[src/lne_pkg.sv]
`default_nettype none
package lne_pkg;

	localparam int LNE_MAX_WIDTH  = 4096;
	localparam int LNE_PIXEL_BITS = 12;
	localparam int LNE_MAX_HEIGHT = 4096;
	localparam int LNE_ROW_W      = $clog2(LNE_MAX_HEIGHT);
	localparam int LNE_DIM_W      = 13;
	localparam int LNE_DEPTH_W    = 4;
	localparam int LNE_THR_W      = 12;
	localparam int LNE_CFG_W      = 13;
	localparam int LNE_SH_W       = 3;
	localparam int LNE_SUM_W      = 36;
	localparam int LNE_CNT_W      = 25;
	localparam int LNE_SIGMA_W    = 20;
	localparam int LNE_REM_W      = 48;
	localparam int LNE_MIN_SMOOTH = 16;
	localparam int LNE_OUT_W      = 88;

	typedef enum logic [1:0] {
		CFG_FRAME_WIDTH  = 2'd0,
		CFG_FRAME_HEIGHT = 2'd1,
		CFG_BIT_DEPTH    = 2'd2,
		CFG_GRAD_LIMIT   = 2'd3
	} lne_cfg_index_t;

	typedef struct packed {
		logic interior;
		logic last;
	} lne_ctl_t;

	typedef struct packed {
		logic [LNE_SUM_W-1:0]   sum;
		logic [LNE_CNT_W-1:0]   cnt;
	} lne_totals_t;

	typedef struct packed {
		logic [LNE_SUM_W-1:0]   sum;
		logic [LNE_CNT_W-1:0]   cnt;
		logic [LNE_SIGMA_W-1:0] sigma;
		logic                   est_valid;
	} lne_result_t;

endpackage
`default_nettype wire

[src/lne_div.sv]
`default_nettype none
module lne_div
	import lne_pkg::*;
(
	input  wire logic        clk,
	input  wire logic        arst_n,
	input  wire logic        start,
	input  wire lne_totals_t tot,
	input  wire logic        take,
	output logic             done,
	output lne_result_t      res
);

	typedef enum logic [3:0] {
		DV_IDLE = 4'b0001,
		DV_MUL  = 4'b0010,
		DV_STEP = 4'b0100,
		DV_DONE = 4'b1000
	} dv_state_t;

	dv_state_t              state_q;
	logic [LNE_REM_W-1:0]   rem_q;
	logic [LNE_REM_W-1:0]   dsh_q;
	logic [4:0]             k_q;
	logic [LNE_SIGMA_W-1:0] quo_q;
	logic [LNE_SUM_W-1:0]   sum_q;
	logic [LNE_CNT_W-1:0]   cnt_q;
	logic                   est_q;
	logic                   ge;
	logic [LNE_REM_W-1:0]   sum_w;
	logic [LNE_REM_W-1:0]   cnt_w;

	always_comb begin
		ge    = rem_q >= dsh_q;
		sum_w = LNE_REM_W'(sum_q);
		cnt_w = LNE_REM_W'(cnt_q);
	end

	always_ff @(posedge clk or negedge arst_n) begin
		if (!arst_n) begin
			state_q <= DV_IDLE;
		end else begin
			unique case (state_q)
				DV_IDLE: if (start) state_q <= DV_MUL;
				DV_MUL: begin
					if (32'(cnt_q) < LNE_MIN_SMOOTH) state_q <= DV_DONE;
					else state_q <= DV_STEP;
				end
				DV_STEP: begin
					if ((k_q == 5'd20 && ge) || k_q == 5'd0) state_q <= DV_DONE;
				end
				DV_DONE: if (take) state_q <= DV_IDLE;
				default: state_q <= DV_IDLE;
			endcase
		end
	end

	always_ff @(posedge clk) begin
		unique case (state_q)
			DV_IDLE: begin
				if (start) begin
					sum_q <= tot.sum;
					cnt_q <= tot.cnt;
				end
			end
			DV_MUL: begin
				rem_q <= (sum_w << 8) + (sum_w << 6) + sum_w + (cnt_w << 1) + cnt_w;
				dsh_q <= ((cnt_w << 2) + (cnt_w << 1)) << 20;
				k_q   <= 5'd20;
				quo_q <= '0;
				est_q <= 32'(cnt_q) >= LNE_MIN_SMOOTH;
			end
			DV_STEP: begin
				if (k_q == 5'd20) begin
					if (ge) quo_q <= '1;
				end else if (ge) begin
					rem_q <= rem_q - dsh_q;
					quo_q <= quo_q | (LNE_SIGMA_W'(1) << k_q);
				end
				dsh_q <= dsh_q >> 1;
				k_q   <= k_q - 5'd1;
			end
			DV_DONE: ;
			default: ;
		endcase
	end

	always_comb begin
		done          = state_q == DV_DONE;
		res.sum       = sum_q;
		res.cnt       = cnt_q;
		res.sigma     = quo_q;
		res.est_valid = est_q;
	end

endmodule
`default_nettype wire

[config.mk]
export PLATFORM = sky130hd
export DESIGN_NAME = lne_div
export DESIGN_NICKNAME = d
export VERILOG_FILES = /design/src/lne_pkg.sv /design/src/lne_div.sv
export SDC_FILE = /design/constraint.sdc
export NUM_CORES = 1
export LEC_CHECK = 0
export BUFFER_PORTS_ARGS = -buffer_cell sky130_fd_sc_hd__buf_2
export CAP_MARGIN = 40
export CORE_UTILIZATION = 40
export DETAILED_ROUTE_END_ITERATION = 6
export PLACE_DENSITY = 0.59
export SKIP_LAST_GASP = 1
export SLEW_MARGIN = 0
export SYNTH_ARGS = -nofsm -noshare
export SYNTH_HDL_FRONTEND = slang
export SYNTH_SLANG_ARGS = --single-unit
[constraint.sdc]
create_clock -name clk -period 15.3 [get_ports clk]
set_input_delay 0 -clock clk [delete_from_list [all_inputs] [get_ports clk]]
set_output_delay 0 -clock clk [all_outputs]
set_load 0.01 [all_outputs]
==> results.py <==
metrics = {
    "route": {
        "dr_wl_met2_um": 19700,
        "met1_length_um": 19800,
        "viasPerCell": 5.29,
        "num_vias": 12800,
        "routed.top_layer": "met4",
        "wl_per_cell_um": 17.4,
        "drc": 0,
        "postRouteAntennaNets": 0,
        "wirelength_um": 42000,
        "met3WireLength_um": 1610,
        "first_iter_violations": 699,
        "drt-pass1-iter-count": 7,
    },
    "hold_path": {
        "whs_path_depth": 2,
        "min_to": "cnt_q[23]",
        "min_path_type": "in2reg",
        "min_from": "tot[23]",
    },
    "synthesis": {
        "synth.top_cell.area_share_pct": 33.7,
        "async_flop_share_pct": 2.14,
        "synth_ff_type": "edfxtp_1",
        "synth_edf_count": 183,
        "ys_types": 92,
        "synthCells": 1695,
        "synth_area_leaders": "edfxtp_1 34%, ha_1 15%, fa_1 9.2%",
        "syn_area_per_cell_um2": 9.62,
        "ys_seq_elements": 187,
        "synth_area_um2": 16300,
        "seq_area_frac_synth_pct": 34.3,
        "synth_area_leader_cell": "edfxtp_1",
        "synth_nets": 2034,
        "ys_warn_count": 0,
    },
    "cts": {
        "post_cts_buffers": 0,
        "clockBufferDepth": 2,
        "clkTransAtPathRegs_ns": 0.08,
        "worstSkewPairLatency_ns": 0.47,
        "clock_sinks": 187,
        "clockRootBuffer": "clkbuf_16",
        "htree_levels": 4,
        "numCtsBuffers": 17,
        "cts_tree": "yes",
    },
    "placement": {
        "place_congestion": 0.878,
        "portBuffers": 147,
        "pre_cts_ws_ns": 10.14,
        "dp_hpwl_um": 32900,
    },
    "worst_setup_path": {
        "cp_slowest_stage_delay_ns": 0.51,
        "startpoint_type": "register",
        "regToRegEndpoint": "rem_q[44]",
        "crit_top_cell": "inv_1",
        "timing_worst_setup_path_type": "reg2reg",
        "reg2reg_depth": 18,
        "crit-reg2reg-launch": "sum_q[20]",
        "crit_required_ns": 15.52,
        "crit_chain": "inv_1, fa_1, inv_1, fa_1, inv_1, fa_1, inv_1, ha_1, nand4_1, nor3_1, nand4_1, o221ai_2, o41ai_4, o41ai_2, a311oi_2, nor2_1, a21o_1, a211oi_2",
        "crit_buf_inv": 4,
        "end_kind": "register",
        "cp_slowest_cell": "edfxtp_1",
        "worst-path-stages": 18,
        "crit_fanout": 7,
        "cp.arrival_ns": 5.36,
        "critPathTopFamily": "adder cells",
        "rrSetupSlack_ns": 10.16,
    },
    "sta": {
        "hold_viol_final": 0,
        "skew_ns": 0.0116,
        "fin_setup_tns_ns": 0,
        "rsz0062_at_grt": "false",
        "setup_viol": 0,
        "slew_violations": 0,
        "setup_ws_ns": 10.16,
        "finalCriticalPeriod_ns": 5.14,
        "fmax_ghz": 0.195,
        "fin_crit_sh_pct": 33.6,
        "slew_headroom_pct": 47.9,
        "tightest_slew_ns": 0.781,
    },
    "finish": {
        "final_cell_mix": "236 x inv_1, 199 x ha_1, 183 x edfxtp_1",
        "final_common_cell": "inv_1",
        "drive_above_1_share_pct": 12.0,
        "layout.nets": 2220,
        "synthToLayoutAreaGrowth_pct": 15.4,
        "diodes": 0,
    },
    "global_routing": {
        "antenna_found_initial": 0,
        "grtUsageTotal_pct": 20.9,
        "grt_max_degree": 66,
        "first_global_vias": 12800,
        "grt-ovfl-total": 0,
        "grt_pass1_wl_um": 67900,
    },
    "floorplan": {
        "die_area_um2": 41600,
        "row_count": 73,
        "core_area_um2": 40000,
        "die_width_um": 204,
        "die_height_um": 204,
        "pin_count": 148,
        "start_util_pct": 40.7,
    },
    "status": {
        "status": "finished, final reports clean",
    },
    "run": {
        "drv_cap": 0,
    },
}
## layer usage
| layer | up-vias | global-route usage, % |
|---|---|---|
| met3 | 53 | 2.57 |
| met4 | 0 | 6.77 |
| met2 | 284 | 34.1 |
| met1 | 6173 | 28.7 |
| met5 | - | 0 |
| li1 | 6290 | - |
## metrics by stage
| step | util [%] | instance area, um^2 | std cells | hold WS [ns] |
|---|---|---|---|---|
| global route | 47.0 | 18800 | 2419 | 0.227 |
| detailed placement | 44.0 | 17600 | 2321 | -0.192 |
| CTS | 47.0 | 18800 | 2419 | 0.203 |
| finish | 47.0 | 18800 | 2419 | 0.239 |
| floorplan | - | 16300 | 1695 | -0.296 |
| global placement | 43.8 | 17500 | 2317 | -0.193 |
## cell type report
type	instances	area [um^2]
fill	3851	21200
multi-input combinational	1217	9630
sequential	187	5600
timing repair buffer	222	1480
inverter	236	886
tap	525	657
clock buffer	17	425
clock inverter	15	140
## cell usage after synthesis, types with 18 or more instances
master and count:
fa_1 75, edfxtp_1 183, o21ai_0 87, xnor2_1 44, nor3_1 24, a21o_1 51
nor2b_1 18, nor2_1 145, nand4_1 27, xor2_1 52, clkbuf_1 41, inv_1 236
ha_1 199, a21oi_1 159, nand2_1 112, nand3_1 21
## cell families after synthesis
logic type      synth area share, %
simple gates                   11.5
buf+inv                        6.82
fa+ha+maj                      24.5
flops                          34.3
compound gates                 17.6
mux                           0.130
xor+xnor                       5.16
## worst register-to-register path: stages, from the launching register on
cell and delay [ns]:
edfxtp_1 0.51, inv_1 0.14, fa_1 0.51, inv_1 0.06
fa_1 0.49, inv_1 0.05, fa_1 0.50, inv_1 0.04
ha_1 0.41, nand4_1 0.20, nor3_1 0.49, nand4_1 0.18
o221ai_2 0.36, o41ai_4 0.16, o41ai_2 0.37, a311oi_2 0.17
nor2_1 0.11, a21o_1 0.11, a211oi_2 0.03
## registers in the layout, summed over array words and instances, names as in the netlist
register	flops
dsh_q	48
sum_q	36
state_q	4
cnt_q	25
k_q	5
est_q	1
rem_q	48
quo_q	20
## worst max path at each step
stage | start | slack [ns] | to
6_report | sum_q[20] | 10.16 | rem_q[44]
3_3_place_gp | sum_q[20] | 10.23 | rem_q[44]
3_5_place_dp | sum_q[20] | 10.14 | rem_q[44]
4_1_cts | sum_q[20] | 10.12 | rem_q[44]
5_1_grt | sum_q[8] | 9.86 | rem_q[43]
2_1_floorplan | dsh_q[0] | 8.72 | rem_q[0]
## repair_timing
item / in CTS / in global routing
hold buffers: 66 / 0
resized for setup: 0 / 0
endpoints found under the hold margin: 67 / 0
Power is left out: the tool's default activity adds up to more than one toggle a clock period on the data nets, which glitch-free logic cannot reach.
