===== src/lne_pkg.sv =====
`default_nettype none
package lne_pkg;

	localparam int LNE_MAX_WIDTH  = 4096;
	localparam int LNE_PIXEL_BITS = 12;
	localparam int LNE_MAX_HEIGHT = 4096;
	localparam int LNE_ROW_W      = $clog2(LNE_MAX_HEIGHT);
	localparam int LNE_DIM_W      = 13;
	localparam int LNE_DEPTH_W    = 4;
	localparam int LNE_THR_W      = 12;
	localparam int LNE_CFG_W      = 13;
	localparam int LNE_SH_W       = 3;
	localparam int LNE_SUM_W      = 36;
	localparam int LNE_CNT_W      = 25;
	localparam int LNE_SIGMA_W    = 20;
	localparam int LNE_REM_W      = 48;
	localparam int LNE_MIN_SMOOTH = 16;
	localparam int LNE_OUT_W      = 88;

	typedef enum logic [1:0] {
		CFG_FRAME_WIDTH  = 2'd0,
		CFG_FRAME_HEIGHT = 2'd1,
		CFG_BIT_DEPTH    = 2'd2,
		CFG_GRAD_LIMIT   = 2'd3
	} lne_cfg_index_t;

	typedef struct packed {
		logic interior;
		logic last;
	} lne_ctl_t;

	typedef struct packed {
		logic [LNE_SUM_W-1:0]   sum;
		logic [LNE_CNT_W-1:0]   cnt;
	} lne_totals_t;

	typedef struct packed {
		logic [LNE_SUM_W-1:0]   sum;
		logic [LNE_CNT_W-1:0]   cnt;
		logic [LNE_SIGMA_W-1:0] sigma;
		logic                   est_valid;
	} lne_result_t;

endpackage
`default_nettype wire


===== src/lne_filter.sv =====
`default_nettype none
module lne_filter
	import lne_pkg::*;
#(
	parameter int PIXEL_BITS = LNE_PIXEL_BITS
) (
	input  wire logic                             clk,
	input  wire logic                             arst_n,
	input  wire logic                             vld,
	input  wire lne_ctl_t                         ctl,
	input  wire logic [2:0][2:0][PIXEL_BITS-1:0]  win,
	input  wire logic [LNE_SH_W-1:0]              sh,
	input  wire logic [LNE_THR_W-1:0]             thr,
	output logic                                  fin_vld,
	output lne_totals_t                           fin
);

	localparam int GW = PIXEL_BITS + 5;

	function automatic logic [GW-1:0] rshift(input logic [GW-1:0] v,
			input logic [LNE_SH_W-1:0] s);
		logic [GW:0] t;
		t = {1'b0, v};
		if (s != '0) begin
			t = t + ((GW+1)'(1) << (s - LNE_SH_W'(1)));
		end
		return GW'(t >> s);
	endfunction

	function automatic logic signed [GW-1:0] sx(input logic [PIXEL_BITS-1:0] p);
		return $signed({{(GW-PIXEL_BITS){1'b0}}, p});
	endfunction

	function automatic logic [GW-1:0] absv(input logic signed [GW-1:0] v);
		return v[GW-1] ? GW'(-v) : GW'(v);
	endfunction

	logic signed [GW-1:0] a, b, c, d, e, f, g, h, i;
	logic signed [GW-1:0] gx, gy, lap;
	logic [GW-1:0]        mag;

	logic                 vld_s3;
	lne_ctl_t             ctl_s3;
	logic [GW-1:0]        mag_s3;
	logic [GW-1:0]        lap_s3;

	logic [LNE_SUM_W-1:0] sum_q;
	logic [LNE_CNT_W-1:0] cnt_q;
	logic [LNE_SUM_W:0]   sum_ext;
	logic [LNE_SUM_W-1:0] sum_nx;
	logic [LNE_CNT_W-1:0] cnt_nx;
	logic                 smooth;

	always_comb begin
		a = sx(win[0][0]); b = sx(win[1][0]); c = sx(win[2][0]);
		d = sx(win[0][1]); e = sx(win[1][1]); f = sx(win[2][1]);
		g = sx(win[0][2]); h = sx(win[1][2]); i = sx(win[2][2]);
		gx  = (a - c) + (g - i) + ((d - f) <<< 1);
		gy  = (a - g) + (c - i) + ((b - h) <<< 1);
		lap = (e <<< 2) - ((d + f + b + h) <<< 1) + (a + c + g + i);
		mag = absv(gx) + absv(gy);
	end

	always_ff @(posedge clk or negedge arst_n) begin
		if (!arst_n) begin
			vld_s3 <= 1'b0;
		end else begin
			vld_s3 <= vld;
		end
	end

	always_ff @(posedge clk) begin
		ctl_s3 <= ctl;
		mag_s3 <= rshift(mag, sh);
		lap_s3 <= rshift(absv(lap), sh);
	end

	always_comb begin
		smooth  = vld_s3 && ctl_s3.interior && (32'(mag_s3) < 32'(thr));
		sum_ext = {1'b0, sum_q} + (LNE_SUM_W+1)'(lap_s3);
		sum_nx  = sum_q;
		cnt_nx  = cnt_q;
		if (smooth) begin
			sum_nx = sum_ext[LNE_SUM_W] ? '1 : sum_ext[LNE_SUM_W-1:0];
			if (cnt_q != '1) begin
				cnt_nx = cnt_q + LNE_CNT_W'(1);
			end
		end
	end

	always_ff @(posedge clk or negedge arst_n) begin
		if (!arst_n) begin
			sum_q   <= '0;
			cnt_q   <= '0;
			fin_vld <= 1'b0;
		end else begin
			fin_vld <= vld_s3 && ctl_s3.last;
			if (vld_s3 && ctl_s3.last) begin
				sum_q <= '0;
				cnt_q <= '0;
			end else begin
				sum_q <= sum_nx;
				cnt_q <= cnt_nx;
			end
		end
	end

	always_ff @(posedge clk) begin
		if (vld_s3 && ctl_s3.last) begin
			fin.sum <= sum_nx;
			fin.cnt <= cnt_nx;
		end
	end

endmodule
`default_nettype wire


===== config.mk =====
export PLATFORM = sky130hd
export DESIGN_NAME = lne_filter
export DESIGN_NICKNAME = d
export VERILOG_FILES = /design/src/lne_pkg.sv /design/src/lne_filter.sv
export SDC_FILE = /design/constraint.sdc
export NUM_CORES = 1
export LEC_CHECK = 0
export BUFFER_PORTS_ARGS = -buffer_cell sky130_fd_sc_hd__buf_2
export CAP_MARGIN = 25
export CORE_ASPECT_RATIO = 1.5
export CORE_MARGIN = 3
export CORE_UTILIZATION = 30
export DETAILED_ROUTE_END_ITERATION = 10
export HOLD_SLACK_MARGIN = 0.12
export SYNTH_ARGS = -nofsm -noshare
export SYNTH_HDL_FRONTEND = slang
export SYNTH_SLANG_ARGS = --single-unit

===== constraint.sdc =====
create_clock -name clk -period 9.4 [get_ports clk]
set_input_delay 0.94 -clock clk [delete_from_list [all_inputs] [get_ports clk]]
set_output_delay 0.94 -clock clk [all_outputs]
set_load 0.03 [all_outputs]

==> flow_metrics.py, run 1 <==
metrics = {
    "floorplanning": {
        "die_h_um": 310,
        "fp.coreArea_um2": 60600,
        "start_util": 0.306,
        "ios": 190,
        "rows": 110,
        "die_area_um2": 64800,
        "die_x_um": 209,
    },
    "global_route": {
        "grt_pass1_wl_um": 86400,
        "grt_pass1_vias": 17000,
        "grt_use_total": 0.164,
        "grt_max_degree": 94,
        "antenna_found_initial": 1,
        "overflow": 0,
    },
    "critical_path": {
        "crit_buf_inv": 8,
        "slowest_stage": "fa_1",
        "ff2ff_path_depth": 14,
        "r2r-start": "sum_q[0]$_DFF_PN0_",
        "cp_top_family": "compound AO/OA/AOI/OAI gates",
        "setup.worst_path.end_class": "flop",
        "slowest_delay_ns": 0.57,
        "cp-start-kind": "primary input",
        "cp_data_required_time_ns": 9.72,
        "crit_path_frequent_cell": "buf_4",
        "arrival_ns": 9.25,
        "r2r_end": "sum_q[26]$_DFF_PN0_",
        "rrSetupSlack_ns": 5.52,
        "crit_type": "primary input to flop",
        "cp_max_fo": 5,
        "crit_start": "win[14]",
    },
    "status": {
        "status": "complete, no violations",
    },
    "cts": {
        "cts_hold_buf": 0,
        "cts_buffer_depth": 2,
        "cts.sinks": 160,
        "clk_pin_slew_ns": 0.06,
        "clockRootBuffer": "clkbuf_16",
        "tritoncts": "yes",
        "cts_htree_levels": 4,
        "clk_latency_ns": 0.43,
        "cts_made_buffers": 17,
    },
    "routing": {
        "routedWlPerCell_um": 16.4,
        "drtIter0Drc": 673,
        "antenna_left": 0,
        "via_per_inst": 4.96,
        "drc": 0,
        "vias": 16200,
        "wl_um": 53400,
        "first_pass_iters": 5,
    },
    "min_path": {
        "min_from": "sum_q[32]$_DFF_PN0_",
        "hold_path.class": "flop to flop",
        "min_to": "sum_q[32]$_DFF_PN0_",
        "hold_depth": 1,
    },
    "timing": {
        "max-slew-margin-rel": 0.375,
        "hold_slack_ns": 0.534,
        "min_period_over_period": 0.950,
        "final-setup-viol-count": 0,
        "timing.fmax_mhz": 112,
        "worst_pin_slew_ns": 0.937,
        "fin_worst_skew_ns": 0.00975,
        "hold_viol": 0,
        "slew_violations": 0,
        "layout_min_cycle_time_ns": 8.93,
    },
    "synthesis": {
        "postSynthAreaPerCell_um2": 8.57,
        "synth.cell_area_um2": 18500,
        "async_reset_ff_frac": 0.394,
        "ys_ff_latch": 160,
        "yosysSeqAreaShare": 0.223,
        "synth_edf_count": 61,
        "syn_inst": 2160,
        "yosys_warnings": 0,
        "synth_ff_type": "dfrtp_1",
        "ys_types": 87,
    },
    "placement": {
        "hpwl_um": 45900,
        "io_buffers": 189,
        "place_congestion": 0.906,
    },
    "cells_and_area": {
        "seq_area_um2": 4130,
        "final_common_cell": "inv_1",
        "nets": 2899,
        "nFillCells": 6288,
        "multiInputGateArea_um2": 13200,
        "synthToLayoutAreaGrowth_pct": 18.8,
        "layout-drive-gt1-share": 0.165,
        "final_cell_mix": "298 x inv_1, 207 x ha_1, 189 x buf_2",
    },
    "run": {
        "maxCapViolCount": 0,
    },
}
[final cells by class]
type                            count  area share
Antenna cell                        1    0.000114
Timing Repair Buffer              328      0.0914
Clock inverter                      9     0.00307
Sequential cell                   160       0.188
Multi-Input combinational cell   1659       0.598
Inverter                          299      0.0510
Tap cell                          784      0.0446
Clock buffer                       23      0.0237
[synthesized netlist by cell type, types with 8 or more instances]
| cell type | n | area share |
|---|---|---|
| a31oi_1 | 14 | 0.0047 |
| o21a_1 | 24 | 0.0097 |
| a311oi_1 | 9 | 0.0043 |
| inv_1 | 298 | 0.060 |
| o21bai_1 | 12 | 0.0049 |
| nand2_1 | 138 | 0.028 |
| a21o_1 | 39 | 0.016 |
| nand2b_1 | 40 | 0.014 |
| fa_1 | 99 | 0.11 |
| xnor2_1 | 138 | 0.065 |
| edfxtp_1 | 61 | 0.099 |
| a21boi_0 | 52 | 0.021 |
| dfrtp_1 | 63 | 0.085 |
| nand4_1 | 18 | 0.0061 |
| ha_1 | 207 | 0.14 |
| o22ai_1 | 9 | 0.0030 |
| nor2b_1 | 48 | 0.016 |
| xor2_1 | 68 | 0.032 |
| clkbuf_1 | 37 | 0.0075 |
| nor4_1 | 8 | 0.0027 |
| nand3_1 | 46 | 0.012 |
| and3_1 | 26 | 0.0088 |
| a21oi_1 | 145 | 0.039 |
| o21ai_0 | 130 | 0.035 |
| mux2_2 | 13 | 0.0079 |
| a211oi_1 | 17 | 0.0069 |
| nor2_1 | 150 | 0.030 |
| dfxtp_1 | 36 | 0.039 |
| mux2i_1 | 23 | 0.012 |
| nor3_1 | 39 | 0.011 |
| and2_1 | 15 | 0.0051 |
[cells by family (layout without fill, tap and decap cells)]
group           count (synthesis)  count (layout)  share of synthesized area
simple gates                  570             570                      0.153
compound gates                534             534                      0.185
buf+inv                       343             659                     0.0700
fa+ha+maj                     306             306                      0.247
xor+xnor                      207             207                     0.0983
flops                         160             160                      0.223
mux                            39              39                     0.0236
other cells                     1               4                   0.000203
[stage by stage]
stage / cell area (um^2) / TNS [ns] / worst slack [ns] / utilization / cells
2_1_floorplan: 18500 / 0 / 0.449 / - / 2162
3_3_place_gp: 21300 / -1.35 / -0.262 / 0.352 / 3226
3_5_place_dp: 21300 / -3.81 / -0.407 / 0.352 / 3226
4_1_cts: 21900 / 0 / 0.0166 / 0.361 / 3258
5_1_grt: 22000 / -0.0178 / -0.0167 / 0.363 / 3262
6_report: 22000 / 0 / 0.467 / 0.363 / 3263
[worst max path at each step]
| stage | end | slack [ns] | cells after the start |
|---|---|---|---|
| 6_report | lap_s3[7]$_DFF_P_ | 0.47 | 40 |
| 5_1_grt | lap_s3[7]$_DFF_P_ | -0.02 | 42 |
| 4_1_cts | mag_s3[10]$_DFF_P_ | 0.02 | 36 |
| 3_5_place_dp | mag_s3[10]$_DFF_P_ | -0.41 | 36 |
| 3_3_place_gp | mag_s3[10]$_DFF_P_ | -0.26 | 36 |
| 2_1_floorplan | mag_s3[10]$_DFF_P_ | 0.45 | 35 |
[worst register-to-register path: stages, from the launching register on]
cell and delay, ns:
dfrtp_1 0.35, ha_1 0.17, inv_1 0.06, fa_1 0.38, nor2b_1 0.16, o21ai_0 0.12
a21boi_0 0.30, or4_1 0.21, nand3_1 0.14, a311oi_1 0.42, a311o_1 0.51, nand3_1 0.28
nor2_1 0.17, mux2_2 0.36, nor2b_1 0.13
[routing by layer]
metal	vias up	part of all wire	GRT usage
li1	8038	-	-
met1	7703	0.38	0.173
met2	346	0.55	0.326
met3	84	0.030	0.0163
met4	0	0.042	0.0708
met5	-	0	0
[flip-flops by register name, indices dropped and copies added, names as in the netlist]
| signal | cells |
|---|---|
| cnt_q | 25 |
| ctl_s3 | 2 |
| fin | 61 |
| fin_vld | 1 |
| lap_s3 | 17 |
| mag_s3 | 17 |
| sum_q | 36 |
| vld_s3 | 1 |
[timing repair]
item / 4_1_cts / 5_1_grt
setup buffers: 0 / 3
resized for setup: 0 / 34
setup endpoints to repair: 0 / 30
Power of run 1 is not shown: default switching activity piles up to over one toggle a cycle in this logic, so the estimate is an artifact.
==> run 2: changes to the inputs <==
--- a/config.mk
+++ b/config.mk
@@ -7,7 +7,7 @@
 export LEC_CHECK = 0
 export BUFFER_PORTS_ARGS = -buffer_cell sky130_fd_sc_hd__buf_2
 export CAP_MARGIN = 25
-export CORE_ASPECT_RATIO = 1.5
+export CORE_ASPECT_RATIO = 2
 export CORE_MARGIN = 3
 export CORE_UTILIZATION = 30
 export DETAILED_ROUTE_END_ITERATION = 10
==> run 2 against run 1 <==
Sequential share of layout area down 0.21 points. Maximum frequency up 0.43%. Count of clock-buffer cells in the layout down 4. Non-clock buffer count up 36. Via count up 0.43%. Utilization up 0.14 points. Die area up 0.18%. Cell count up 1.0%. Worst hold slack worse by 0.010 ns. Final area up 1.1%.
==> flow_metrics.py, run 2 (synthesis results as in run 1) <==
metrics = {
    "critical_path": {
        "crit_path_frequent_cell": "o21ai_0",
        "crit_type": "primary input to flop",
        "slowest_delay_ns": 0.57,
        "cp_data_required_time_ns": 9.73,
        "arrival_ns": 9.22,
        "setup.worst_path.end_class": "flop",
        "ff2ff_path_depth": 14,
        "cp-start-kind": "primary input",
        "cp_max_fo": 5,
        "slowest_stage": "fa_1",
    },
    "global_route": {
        "grt_pass1_vias": 17200,
        "grt_max_degree": 79,
        "grtUsageMet2": 0.342,
        "met1_usage": 0.157,
        "grt_use_total": 0.167,
        "grt.busiest_layer": "met2",
        "grt_pass1_wl_um": 86800,
        "overflow": 0,
        "met3_usage": 0.0211,
        "antenna_found_initial": 3,
    },
    "placement": {
        "place_congestion": 0.909,
        "io_buffers": 189,
        "place_ws_ns": -0.232,
        "hpwl_um": 47700,
    },
    "cells_and_area": {
        "top_regs": "fin: 61 flops, sum_q: 36 flops, cnt_q: 25 flops",
        "synthToLayoutAreaGrowth_pct": 20.2,
        "nets": 2935,
        "top_register": "fin",
        "final_cell_mix": "298 x inv_1, 206 x ha_1, 189 x buf_2",
        "utilization": 0.365,
        "largest_register_ffs": 61,
        "final_common_cell": "inv_1",
        "layout-drive-gt1-share": 0.177,
    },
    "routing": {
        "vias": 16200,
        "antenna_left": 0,
        "drc": 0,
        "routedWlPerCell_um": 16.6,
        "drtIter0Drc": 561,
        "first_pass_iters": 7,
        "wl_um": 54700,
        "via_per_inst": 4.93,
    },
    "timing": {
        "worst_pin_slew_ns": 0.944,
        "worst_slack_ns": 0.505,
        "layout_min_cycle_time_ns": 8.90,
        "max-slew-margin-rel": 0.371,
        "slew_violations": 0,
        "min_period_over_period": 0.946,
        "final-setup-viol-count": 0,
        "hold_slack_ns": 0.524,
        "fin_worst_skew_ns": 0.0112,
        "hold_viol": 0,
        "timing.fmax_mhz": 112,
        "tns_ns": 0,
    },
    "cts": {
        "clk_latency_ns": 0.44,
        "cts_buffer_depth": 2,
        "cts_htree_levels": 4,
        "cts_made_buffers": 17,
        "cts.sinks": 160,
        "tritoncts": "yes",
        "clk_pin_slew_ns": 0.06,
        "clockRootBuffer": "clkbuf_16",
    },
    "floorplanning": {
        "die_area_um2": 64900,
        "ios": 190,
        "fp.coreArea_um2": 61000,
        "start_util": 0.303,
        "die_x_um": 182,
        "rows": 128,
        "die_h_um": 357,
    },
    "min_path": {
        "hold_path.class": "flop to flop",
        "hold_depth": 1,
    },
    "run": {
        "maxCapViolCount": 0,
    },
    "status": {
        "status": "complete, no violations",
    },
}
[run 2: path summary, 6_finish.rpt]
path | startpoint | end | slack [ns]
min reg2reg | sum_q[32]$_DFF_PN0_ | sum_q[32]$_DFF_PN0_ | 0.52
min in group asynchronous | arst_n | vld_s3$_DFF_PN0_ | 0.70
min | sum_q[32]$_DFF_PN0_ | sum_q[32]$_DFF_PN0_ | 0.52
max reg2reg | sum_q[0]$_DFF_PN0_ | sum_q[26]$_DFF_PN0_ | 5.55
max in group asynchronous | arst_n | sum_q[26]$_DFF_PN0_ | 8.13
max | win[1] | lap_s3[7]$_DFF_P_ | 0.50
[run 2: area by class of cell]
| type | instances | area, um^2 |
|---|---|---|
| well taps | 780 | 976 |
| clock buffers | 19 | 433 |
| clock inverters | 13 | 151 |
| repair buffers | 364 | 2260 |
| fillers | 6389 | 38800 |
| inverters | 299 | 1120 |
| diodes | 2 | 5.00 |
| multi-input cells | 1659 | 13200 |
| flip-flops and latches | 160 | 4130 |
[run 2: worst max-delay path: cells and delay by family]
family                     cells  cell delay (ns)
AOI/OAI and AO/OA             15             2.82
xor gates and xnor gates       2             0.48
adders and majority gates      7             2.60
muxes                          2             0.72
and+or+nand+nor                9             1.14
buffers and inverters          5             0.51
[run 2: routing by layer]
layer | routed length (um) | part of all wire
met2 | 30600 | 0.56
met3 | 1860 | 0.034
met5 | 13 | 0.00024
met4 | 3270 | 0.060
met1 | 19000 | 0.35
[run 2: timing repair]
item | CTS | global route
endpoints found under the setup margin | 0 | 26
gates resized for setup | 0 | 37
hold buffers | 0 | 0
buffers inserted | 0 | 2
[run 2: stage by stage]
step | instance area (um^2) | cells
finish | 22200 | 3296
global route | 22200 | 3294
CTS | 22200 | 3292
detailed placement | 21600 | 3260
global placement | 21600 | 3260
floorplan | 18500 | 2162
Power of run 2 is left out for the same reason.
==> run 3: changes to the inputs <==
--- a/config.mk
+++ b/config.mk
@@ -10,6 +10,7 @@
 export CORE_ASPECT_RATIO = 2
 export CORE_MARGIN = 3
 export CORE_UTILIZATION = 30
+export CTS_BUF_LIST = sky130_fd_sc_hd__clkbuf_4 sky130_fd_sc_hd__clkbuf_8 sky130_fd_sc_hd__clkbuf_16
 export DETAILED_ROUTE_END_ITERATION = 10
 export HOLD_SLACK_MARGIN = 0.12
 export SYNTH_ARGS = -nofsm -noshare
==> run 3 against run 2 <==
Sequential share of layout area is essentially flat. Worst hold slack about the same. First-iteration DRC count grew 0.71%. Critical path depth is the same. Register-to-register slack is essentially flat. Utilization about the same. Critical path type unchanged. Critical endpoint unchanged.
==> flow_metrics.py, run 3 (synthesis results as in run 1) <==
metrics = {
    "run": {
        "maxCapViolCount": 0,
    },
    "timing": {
        "timing.fmax_mhz": 112,
        "hold_viol": 0,
        "slew_violations": 0,
        "hold_slack_ns": 0.524,
        "fin_worst_skew_ns": 0.0113,
        "worst_pin_slew_ns": 0.937,
        "max-slew-margin-rel": 0.375,
        "final-setup-viol-count": 0,
        "min_period_over_period": 0.946,
        "layout_min_cycle_time_ns": 8.90,
        "tns_ns": 0,
    },
    "cts": {
        "clockRootBuffer": "clkbuf_16",
        "clk_pin_slew_ns": 0.06,
        "cts_hold_buf": 0,
        "tritoncts": "yes",
        "clk_latency_ns": 0.44,
        "cts_htree_levels": 4,
        "cts.sinks": 160,
        "cts_buffer_depth": 2,
        "cts_made_buffers": 17,
    },
    "routing": {
        "wl_um": 54700,
        "drtIter0Drc": 565,
        "vias": 16200,
        "via_per_inst": 4.92,
        "drc": 0,
        "routedWlPerCell_um": 16.6,
        "first_pass_iters": 7,
        "antenna_left": 0,
    },
    "floorplanning": {
        "rows": 128,
        "ios": 190,
        "die_x_um": 182,
        "fp.coreArea_um2": 61000,
        "die_h_um": 357,
        "die_area_um2": 64900,
        "start_util": 0.303,
    },
    "placement": {
        "place_congestion": 0.909,
        "placed_cell_area_um2": 21600,
        "dp.cells": 3260,
        "hpwl_um": 47700,
        "io_buffers": 189,
    },
    "critical_path": {
        "slowest_stage": "fa_1",
        "slowest_delay_ns": 0.57,
        "crit_type": "primary input to flop",
        "cp-start-kind": "primary input",
        "cp_max_fo": 5,
        "crit_path_frequent_cell": "o21ai_0",
        "cp_data_required_time_ns": 9.73,
        "arrival_ns": 9.22,
        "setup.worst_path.end_class": "flop",
    },
    "global_route": {
        "grt_pass1_vias": 17200,
        "overflow": 0,
        "grt_pass1_wl_um": 86800,
        "antenna_found_initial": 3,
        "grt_use_total": 0.167,
        "grt_max_degree": 79,
    },
    "cells_and_area": {
        "finalNonFillerCells": 3296,
        "layout-drive-gt1-share": 0.178,
        "nFillCells": 6385,
        "nets": 2935,
        "final_area_um2": 22300,
        "largest_register_ffs": 61,
        "final_cell_mix": "298 x inv_1, 206 x ha_1, 189 x buf_2",
        "top_register": "fin",
        "top_regs": "fin: 61 flops, sum_q: 36 flops, cnt_q: 25 flops",
        "synthToLayoutAreaGrowth_pct": 20.2,
        "final_common_cell": "inv_1",
    },
    "status": {
        "status": "complete, no violations",
    },
    "min_path": {
        "hold_path.class": "flop to flop",
    },
}
run 3: critical path: cells and delay by family:
family | cells | cell delay (ns)
AND/OR/NAND/NOR | 9 | 1.14
XOR/XNOR | 2 | 0.48
multiplexers | 2 | 0.72
AO/OA/AOI/OAI | 15 | 2.82
buffers and inverters | 5 | 0.51
adder cells (fa/ha/maj) | 7 | 2.60
run 3: worst paths after layout:
check | slack [ns] | start | endpoint | cells after the start
max reg2reg | 5.55 | sum_q[0]$_DFF_PN0_ | sum_q[26]$_DFF_PN0_ | 14
min reg2reg | 0.52 | sum_q[32]$_DFF_PN0_ | sum_q[32]$_DFF_PN0_ | 1
max in group asynchronous | 8.13 | arst_n | sum_q[26]$_DFF_PN0_ | 2
min | 0.52 | sum_q[32]$_DFF_PN0_ | sum_q[32]$_DFF_PN0_ | 1
max | 0.50 | win[1] | lap_s3[7]$_DFF_P_ | 40
min in group asynchronous | 0.70 | arst_n | vld_s3$_DFF_PN0_ | 2
run 3: repair_timing:
item / 4_1_cts / 5_1_grt
gates resized for setup: 0 / 37
endpoints found under the setup margin: 0 / 26
setup buffers: 0 / 2
run 3: final cells by class:
class                           instances  area [um^2]  share of cell area
Timing Repair Buffer                  364         2260               0.102
Tap cell                              780          976              0.0439
Multi-Input combinational cell       1659        13200               0.592
Clock buffer                           19          440              0.0198
Clock inverter                         13          151             0.00680
Antenna cell                            2         5.00            0.000225
Inverter                              299         1120              0.0504
Sequential cell                       160         4130               0.186
run 3: routing by layer:
metal  vias to the layer above  GRT usage  share of wire  routed length [um]
met3                       125     0.0211          0.034                1840
met4                         2     0.0903          0.060                3270
met5                         -          0        0.00024                  13
met1                      7607      0.157           0.35               19000
li1                       8121          -              -                   -
met2                       373      0.342           0.56               30600
run 3: through the flow:
stage                     setup slack, ns   util
final                               0.505  0.365
after global placement             -0.103  0.354
after global routing             -0.00333  0.365
after floorplan                     0.449      -
after detailed placement           -0.232  0.354
after CTS                           0.199  0.363
Power of run 3 is left out for the same reason.
